**src/rtl/core/efb_pkg.sv**
```systemverilog
// Shared types and constants for the escaped frame builder.
// Depends on nothing; used by escaped_frame_builder_top.
`default_nettype none
package efb_pkg;

    typedef struct packed {
        logic        kind;
        logic [15:0] function_code;
        logic [9:0]  payload_len;
        logic [7:0]  data_byte;
        logic        first_byte;
        logic        last_byte;
    } t_in_req;

    typedef struct packed {
        logic [7:0] out_byte;
        logic       end_of_frame;
    } t_out_req;

    localparam logic [7:0]  FLAG_BYTE  = 8'hE7;
    localparam logic [7:0]  ESC_BYTE   = 8'hE6;
    localparam logic [7:0]  ESC_FLAG   = 8'h02;
    localparam logic [7:0]  ESC_ESC    = 8'h01;
    localparam logic [7:0]  ID_PREFIX  = 8'h49;
    localparam logic [15:0] HEADER_LEN = 16'd16;

    localparam logic [0:0] CFG_DEV_SERIAL = 1'd0;
    localparam logic [0:0] CFG_ESC_EN     = 1'd1;

endpackage
`default_nettype wire

```
**src/rtl/core/escaped_frame_builder_top.sv**
```systemverilog
// Escaped frame builder: framing, header, XOR check and byte stuffing.
// Depends on efb_pkg (request types and framing constants).
//
//   channel | dir | handshake                  | payload
//   in      | in  | i_in_valid / o_in_ready    | i_in  (efb_pkg::t_in_req)
//   out     | out | o_out_valid / i_out_ready  | o_out (efb_pkg::t_out_req)
//   cfg     | in  | i_cfg_wr_en                | i_cfg_idx, i_cfg_wdata
//
// One output byte per cycle from a step sequencer while the output is not stalled;
// an item costs one cycle per emitted byte, and an escaped byte emits an escape pair.
// The next request is taken in the cycle its predecessor's final byte is loaded.
// A stray payload request with no frame open is taken and dropped.
// Output register stalls hold the sequencer; reset is synchronous, active low.
`default_nettype none
module escaped_frame_builder_top #(
    parameter int MAX_PAYLOAD = 1008
) (
    input  wire                i_clk,
    input  wire                i_rst_n,
    input  wire                i_in_valid,
    output logic               o_in_ready,
    input  efb_pkg::t_in_req   i_in,
    output logic               o_out_valid,
    input  wire                i_out_ready,
    output efb_pkg::t_out_req  o_out,
    input  wire                i_cfg_wr_en,
    input  wire  [0:0]         i_cfg_idx,
    input  wire  [47:0]        i_cfg_wdata
);

    localparam logic [4:0] ST_FLAG   = 5'd0;
    localparam logic [4:0] ST_FC_HI  = 5'd1;
    localparam logic [4:0] ST_FC_LO  = 5'd2;
    localparam logic [4:0] ST_LEN_HI = 5'd3;
    localparam logic [4:0] ST_LEN_LO = 5'd4;
    localparam logic [4:0] ST_ID     = 5'd5;
    localparam logic [4:0] ST_DS5    = 5'd6;
    localparam logic [4:0] ST_DS4    = 5'd7;
    localparam logic [4:0] ST_DS3    = 5'd8;
    localparam logic [4:0] ST_DS2    = 5'd9;
    localparam logic [4:0] ST_DS1    = 5'd10;
    localparam logic [4:0] ST_DS0    = 5'd11;
    localparam logic [4:0] ST_MS_HI  = 5'd12;
    localparam logic [4:0] ST_MS_LO  = 5'd13;
    localparam logic [4:0] ST_DATA   = 5'd14;
    localparam logic [4:0] ST_CHECK  = 5'd15;
    localparam logic [4:0] ST_EOF    = 5'd16;

    logic [47:0] r_dev_serial;
    logic        r_esc_en;
    logic [15:0] r_msg_serial;
    logic [7:0]  r_chk;
    logic        r_open;

    logic        r_busy;
    logic [4:0]  r_step;
    logic        r_esc_pend;
    logic        r_kind;
    logic [15:0] r_fc;
    logic [15:0] r_len;
    logic [7:0]  r_data;
    logic        r_last;

    logic        r_oval;
    logic [7:0]  r_obyte;
    logic        r_oeof;

    logic        load;
    logic        accept;
    logic        finish;
    logic        need_esc;
    logic        stuffable;
    logic        checked;
    logic [7:0]  cur_byte;
    logic [7:0]  n_obyte;
    logic [4:0]  n_step;
    logic        opens;
    logic [15:0] sat_len;

    always_comb begin
        case (r_step)
            ST_FLAG:   cur_byte = efb_pkg::FLAG_BYTE;
            ST_FC_HI:  cur_byte = r_fc[15:8];
            ST_FC_LO:  cur_byte = r_fc[7:0];
            ST_LEN_HI: cur_byte = r_len[15:8];
            ST_LEN_LO: cur_byte = r_len[7:0];
            ST_ID:     cur_byte = efb_pkg::ID_PREFIX;
            ST_DS5:    cur_byte = r_dev_serial[47:40];
            ST_DS4:    cur_byte = r_dev_serial[39:32];
            ST_DS3:    cur_byte = r_dev_serial[31:24];
            ST_DS2:    cur_byte = r_dev_serial[23:16];
            ST_DS1:    cur_byte = r_dev_serial[15:8];
            ST_DS0:    cur_byte = r_dev_serial[7:0];
            ST_MS_HI:  cur_byte = r_msg_serial[15:8];
            ST_MS_LO:  cur_byte = r_msg_serial[7:0];
            ST_DATA:   cur_byte = r_data;
            ST_CHECK:  cur_byte = r_chk;
            ST_EOF:    cur_byte = efb_pkg::FLAG_BYTE;
            default:   cur_byte = efb_pkg::FLAG_BYTE;
        endcase
    end

    always_comb begin
        case (r_step)
            ST_MS_LO: n_step = r_kind ? ST_CHECK : ST_DATA;
            ST_DATA:  n_step = ST_CHECK;
            ST_CHECK: n_step = ST_EOF;
            default:  n_step = r_step + 5'd1;
        endcase
    end

    assign stuffable = (r_step != ST_FLAG) && (r_step != ST_EOF);
    assign checked   = stuffable && (r_step != ST_CHECK);
    assign need_esc  = r_esc_en && stuffable &&
                       ((cur_byte == efb_pkg::FLAG_BYTE) || (cur_byte == efb_pkg::ESC_BYTE));

    always_comb begin
        if (r_esc_pend) begin
            n_obyte = (cur_byte == efb_pkg::FLAG_BYTE) ? efb_pkg::ESC_FLAG : efb_pkg::ESC_ESC;
        end else if (need_esc) begin
            n_obyte = efb_pkg::ESC_BYTE;
        end else begin
            n_obyte = cur_byte;
        end
    end

    assign load   = r_busy && (!r_oval || i_out_ready);
    assign finish = load && !(need_esc && !r_esc_pend) &&
                    ((r_step == ST_EOF) || ((r_step == ST_DATA) && !r_last));
    assign o_in_ready = !r_busy || finish;
    assign accept = i_in_valid && o_in_ready;
    assign opens  = i_in.kind || i_in.first_byte;
    assign sat_len = (32'(i_in.payload_len) > MAX_PAYLOAD) ? 16'(MAX_PAYLOAD)
                                                          : 16'(i_in.payload_len);

    always_ff @(posedge i_clk) begin
        if (!i_rst_n) begin
            r_dev_serial <= '0;
            r_esc_en     <= 1'b1;
        end else if (i_cfg_wr_en) begin
            case (i_cfg_idx)
                efb_pkg::CFG_DEV_SERIAL: r_dev_serial <= i_cfg_wdata;
                efb_pkg::CFG_ESC_EN:     r_esc_en     <= i_cfg_wdata[0];
                default:                 r_esc_en     <= r_esc_en;
            endcase
        end
    end

    always_ff @(posedge i_clk) begin
        if (!i_rst_n) begin
            r_busy       <= 1'b0;
            r_step       <= ST_FLAG;
            r_esc_pend   <= 1'b0;
            r_open       <= 1'b0;
            r_msg_serial <= '0;
            r_chk        <= '0;
            r_oval       <= 1'b0;
        end else begin
            if (load) begin
                r_oval <= 1'b1;
                if (r_step == ST_FLAG) begin
                    r_chk <= '0;
                end else if (checked && !r_esc_pend) begin
                    r_chk <= r_chk ^ cur_byte;
                end
                if (r_step == ST_EOF) begin
                    r_chk        <= '0;
                    r_msg_serial <= r_msg_serial + 16'd1;
                end
            end else if (i_out_ready) begin
                r_oval <= 1'b0;
            end

            if (accept && (opens || r_open)) begin
                r_busy     <= 1'b1;
                r_esc_pend <= 1'b0;
                r_step     <= opens ? ST_FLAG : ST_DATA;
            end else begin
                if (load) begin
                    if (need_esc && !r_esc_pend) begin
                        r_esc_pend <= 1'b1;
                    end else begin
                        r_esc_pend <= 1'b0;
                        r_step     <= n_step;
                    end
                end
                if (finish) begin
                    r_busy <= 1'b0;
                end
            end

            if (accept) begin
                if (i_in.kind) begin
                    r_open <= 1'b0;
                end else if (opens || r_open) begin
                    r_open <= !i_in.last_byte;
                end
            end
        end
    end

    always_ff @(posedge i_clk) begin
        if (accept) begin
            r_kind <= i_in.kind;
            r_fc   <= i_in.function_code;
            r_len  <= efb_pkg::HEADER_LEN + (i_in.kind ? 16'd0 : sat_len);
            r_data <= i_in.data_byte;
            r_last <= i_in.last_byte;
        end
        if (load) begin
            r_obyte <= n_obyte;
            r_oeof  <= (r_step == ST_EOF);
        end
    end

    assign o_out_valid        = r_oval;
    assign o_out.out_byte     = r_obyte;
    assign o_out.end_of_frame = r_oeof;

    a_eof_is_flag: assert property (@(posedge i_clk) disable iff (!i_rst_n)
        (o_out_valid && o_out.end_of_frame) |-> (o_out.out_byte == efb_pkg::FLAG_BYTE))
        else $error("end of frame on a non-flag byte");

    a_pend_busy: assert property (@(posedge i_clk) disable iff (!i_rst_n)
        r_esc_pend |-> (r_busy && r_step != ST_FLAG && r_step != ST_EOF))
        else $error("escape pending outside a stuffable byte");

    a_serial_step: assert property (@(posedge i_clk) disable iff (!i_rst_n)
        (load && r_step == ST_EOF) |=> (r_msg_serial == $past(r_msg_serial) + 16'd1))
        else $error("message serial did not advance on close");

    a_no_accept_busy: assert property (@(posedge i_clk) disable iff (!i_rst_n)
        (r_busy && !finish) |-> !o_in_ready)
        else $error("request taken while an item is in flight");

endmodule
`default_nettype wire
```
**config.mk**
```make
export PLATFORM = sky130hd
export DESIGN_NAME = escaped_frame_builder_top
export DESIGN_NICKNAME = d
export VERILOG_FILES = /design/src/rtl/core/efb_pkg.sv /design/src/rtl/core/escaped_frame_builder_top.sv
export SDC_FILE = /design/constraint.sdc
export NUM_CORES = 1
export LEC_CHECK = 0
export ABC_AREA = 1
export BUFFER_PORTS_ARGS = -buffer_cell sky130_fd_sc_hd__buf_4
export CORE_MARGIN = 1.5
export CORE_UTILIZATION = 56
export CTS_CLUSTER_SIZE = 24
export DETAILED_ROUTE_END_ITERATION = 16
export GPL_TIMING_DRIVEN = 0
export PLACE_DENSITY_LB_ADDON = 0.3
export SYNTH_ARGS = -nofsm -noshare
export SYNTH_HDL_FRONTEND = slang
export SYNTH_SLANG_ARGS = --single-unit
export TNS_END_PERCENT = 50
```
**constraint.sdc**
```tcl
create_clock -name i_clk -period 10.1 [get_ports i_clk]
set_clock_uncertainty 0.15 [all_clocks]
set_input_delay 1.01 -clock i_clk [delete_from_list [all_inputs] [get_ports i_clk]]
set_output_delay 1.01 -clock i_clk [all_outputs]
set_load 0.03 [all_outputs]
```
==> impl_metrics.prom <==
# TYPE chip_impl_metric gauge
chip_impl_metric{name="clkTransAtPathRegs",unit="ns"} 0.06
chip_impl_metric{name="fin_cells",unit=""} 1067
chip_impl_metric{name="wl_per_cell",unit="um"} 14.9
chip_impl_metric{name="drc_violations",unit=""} 0
chip_impl_metric{name="reg2regPathDepth",unit=""} 16
chip_impl_metric{name="wl_final",unit="um"} 15800
chip_impl_metric{name="power_density",unit="mW/mm^2"} 177
chip_impl_info{name="synth_top_cell_by_area",value="dfxtp_1"} 1
chip_impl_metric{name="routabilityCongestion",unit=""} 0.940
chip_impl_metric{name="setup_viol",unit=""} 0
chip_impl_metric{name="final-hold-violation-count",unit=""} 0
chip_impl_info{name="most_common_cell_in_the_synthesized_netlist",value="nor2_1"} 1
chip_impl_info{name="crit_path_end_kind",value="output port"} 1
chip_impl_metric{name="synth_cells",unit=""} 795
chip_impl_metric{name="cts_hold_repair.buffers",unit=""} 0
chip_impl_info{name="min_path_type",value="reg2reg"} 1
chip_impl_metric{name="syn_to_final_growth",unit="%"} 24.8
chip_impl_metric{name="worst_slew_margin_rel",unit="%"} 54.7
chip_impl_metric{name="grt_first_pass_wirelength",unit="um"} 25300
chip_impl_metric{name="synth_fp_nets",unit=""} 893
chip_impl_metric{name="detailedRoute.firstIterationViolations",unit=""} 565
chip_impl_info{name="critical_path.reg2reg.startpoint",value="r_step[0]$_SDFFE_PN0P_"} 1
chip_impl_info{name="cts_tree",value="done"} 1
chip_impl_metric{name="post_route_cells_drive_above_1_share",unit="%"} 19.8
chip_impl_info{name="hold_start",value="r_chk[3]$_SDFFE_PN0P_"} 1
chip_impl_metric{name="viasPerCell",unit=""} 5.32
chip_impl_metric{name="max_freq",unit="GHz"} 0.222
chip_impl_metric{name="y_dimension_of_the_die",unit="um"} 108
chip_impl_metric{name="first_global_vias",unit=""} 5355
chip_impl_metric{name="yosys.area.top_type_share",unit="%"} 26.8
chip_impl_metric{name="finalNetCount",unit=""} 1013
chip_impl_metric{name="worst_slew_pin_slew",unit="ns"} 0.673
chip_impl_metric{name="worst_ep_required_time",unit="ns"} 8.94
chip_impl_info{name="r2r_end",value="r_data[0]$_DFFE_PP_"} 1
chip_impl_metric{name="setup-tns-final",unit="ns"} 0
chip_impl_info{name="outcome",value="complete, no violations"} 1
chip_impl_metric{name="tritoncts_num_sinks",unit=""} 128
chip_impl_metric{name="cts_resized",unit=""} 0
chip_impl_metric{name="detailedPlacementHpwl",unit="um"} 11700
chip_impl_metric{name="whs_path_depth",unit=""} 1
chip_impl_metric{name="drt_pass1_iterations",unit=""} 5
chip_impl_metric{name="antenna_found_initial",unit=""} 0
chip_impl_metric{name="r2r_slack",unit="ns"} 6.43
chip_impl_info{name="critical_path_class",value="reg2out"} 1
chip_impl_metric{name="final_critical_path_setup_slack",unit="ns"} 5.60
chip_impl_metric{name="worstPathArrival",unit="ns"} 3.34
chip_impl_metric{name="syn_area_per_cell",unit="sq um"} 7.71
chip_impl_metric{name="antennaDiodeCount",unit=""} 0
chip_impl_info{name="worst_setup_path_start_kind",value="flip-flop"} 1
chip_impl_metric{name="fp.coreArea",unit="sq mm"} 0.0107
chip_impl_metric{name="starting_density_of_the_core",unit="%"} 57.1
chip_impl_info{name="clock_tree.root_cell",value="clkbuf_8"} 1
chip_impl_metric{name="yosysWarningCount",unit=""} 0
chip_impl_metric{name="ir_worst_vdd",unit="uV"} 132
chip_impl_metric{name="ios",unit=""} 102
chip_impl_metric{name="via_count",unit=""} 5678
chip_impl_metric{name="grt-ovfl-total",unit=""} 0
chip_impl_metric{name="grt_start_max_net_pins",unit=""} 30
chip_impl_metric{name="clk-insertion-delay-late",unit="ns"} 0.53
chip_impl_metric{name="crit_fanout",unit=""} 10
chip_impl_metric{name="post-place-ws",unit="ns"} 6.25
chip_impl_metric{name="synth.ff_latch_count",unit=""} 128
chip_impl_metric{name="std_cell_rows",unit=""} 38
chip_impl_metric{name="floorplan.die.width",unit="um"} 108
chip_impl_info{name="ys_dominant_reg_cell",value="dfxtp_1"} 1
chip_impl_metric{name="yosysSeqAreaShare",unit="%"} 49.3
chip_impl_metric{name="cts_post_setup_buffers_inserted",unit=""} 0
chip_impl_info{name="grt_setup_unrepaired",value="no"} 1
chip_impl_info{name="ys_top_cells_by_area",value="dfxtp_1, edfxtp_1, nor2_1, nand2_1, o21ai_0"} 1
chip_impl_metric{name="cts.path.max_buffers",unit=""} 2
chip_impl_metric{name="synth-edff-count",unit=""} 46
chip_impl_metric{name="placement.io_buffers",unit=""} 100
chip_impl_info{name="post_synth_most_frequent_cells",value="nor2_1, nand2_1, dfxtp_1, o21ai_0, inv_1"} 1
chip_impl_metric{name="async_reset_ff_share",unit="%"} 0
chip_impl_info{name="hold_path_end",value="r_chk[3]$_SDFFE_PN0P_"} 1
chip_impl_metric{name="design.die.area",unit="sq mm"} 0.0116
chip_impl_metric{name="tritoncts.num_buffers",unit=""} 17
chip_impl_metric{name="globalRouteTotalUtil",unit="%"} 29.2
chip_impl_metric{name="final-max-slew-violation-count",unit=""} 0
chip_impl_metric{name="htree_num_levels",unit=""} 4
chip_impl_metric{name="synth.lib_cells_used.distinct",unit=""} 46
chip_impl_metric{name="power_leakage",unit="nW"} 3.48
chip_impl_metric{name="place_inst",unit=""} 1036
chip_impl_metric{name="ant_nets",unit=""} 0
chip_impl_metric{name="min_period_over_period",unit="%"} 44.6
chip_impl_metric{name="period_minus_slack",unit="ns"} 4.50
chip_impl_metric{name="syn-cell-area",unit="sq mm"} 0.00613
chip_impl_metric{name="drv_cap",unit=""} 0
-- placed cells by master, fill, tap and decap left out, types with 5 or more instances in the layout --
cell type  Yosys  routed
edfxtp_1      46      46
ha_1           7       7
nand3_1       42      42
nand4_1        7       7
inv_2         10      10
nand2_2        7       7
nor3_1         7       7
buf_4          1     101
nand2_1      170     170
inv_1         67      67
a21oi_1       30      30
clkbuf_16      0      18
clkbuf_1      18      19
nor2_1       173     173
nor2_4         5       5
o21ai_0       69      69
dfxtp_1       82      82
nand2_4        5       5
nor2_2        12      12
-- registers in the layout, summed over array words and instances (netlist names), 5 cells and up --
name	flops
r_chk	8
r_data	8
r_dev_serial	48
r_fc	16
r_len	11
r_msg_serial	16
r_obyte	8
r_step	5
-- cell families after synthesis --
logic type,Yosys count,synth area share (%)
AO/OA/AOI/OAI,114,10.1
multiplexers,1,0.184
buffers and inverters,99,6.27
adder cells (fa/ha/maj),7,1.43
AND/OR/NAND/NOR,443,32.3
XOR/XNOR,3,0.429
flip-flops,128,49.3
-- worst max path at each step --
| stage | end | depth (start not counted) | startpoint | slack (ns) |
|---|---|---|---|---|
| after global placement | r_fc[9]$_DFFE_PP_ | 15 | r_step[0]$_SDFFE_PN0P_ | 4.57 |
| final | o_in_ready | 16 | r_step[0]$_SDFFE_PN0P_ | 5.60 |
| after CTS | o_in_ready | 16 | r_step[0]$_SDFFE_PN0P_ | 5.63 |
| after detailed placement | o_in_ready | 16 | r_step[0]$_SDFFE_PN0P_ | 6.25 |
| after floorplan | r_data[0]$_DFFE_PP_ | 15 | r_step[0]$_SDFFE_PN0P_ | 5.85 |
| after global routing | o_in_ready | 16 | r_step[0]$_SDFFE_PN0P_ | 5.34 |
-- per-stage QoR --
step	instance area [sq um]	utilization, %	power [W]	hold slack, ns
6_report	7650	71.2	0.00135	0.298
2_1_floorplan	6130	-	0.000711	0.272
5_1_grt	7650	71.2	0.00140	0.315
4_1_cts	7650	71.2	0.00135	0.300
3_3_place_gp	7060	65.7	0.000778	0.284
3_5_place_dp	7090	66.0	0.000782	0.291
-- report_power, final --
group | total [W] | switching, W | internal, W
Combinational | 0.000188 | 0.000118 | 0.0000700
Sequential | 0.000588 | 0.0000160 | 0.000572
Clock | 0.000574 | 0.000229 | 0.000346
-- layer usage --
layer,part of all wire (%),GRT usage (%)
met5,0,0
met4,3.6,14.0
met3,8.4,8.11
met1,42,37.2
met2,46,46.0
-- layout make-up --
class,instances,area [sq um]
multi-input combinational,568,2740
clock inverter,9,68.8
sequential,128,3020
timing repair buffer,101,771
tap,140,175
clock buffer,22,495
fill,872,3090
buffer,22,95.1
inverter,77,289
-- worst max-delay path, cell delays in order, from the launching register on --
cell and delay (ns):
dfxtp_1 0.42, ha_1 0.26, inv_1 0.09, nor2_1 0.11, ha_1 0.18, clkbuf_1 0.38, inv_1 0.16, o21ai_0 0.27
nor2_1 0.10, nand2_1 0.12, nor2_1 0.08, nand2_1 0.08, nor2_2 0.05, nand4_2 0.09, nand3_2 0.13, nand2_4 0.13
buf_4 0.16
Note: power is estimated with default switching activity, not from simulation.
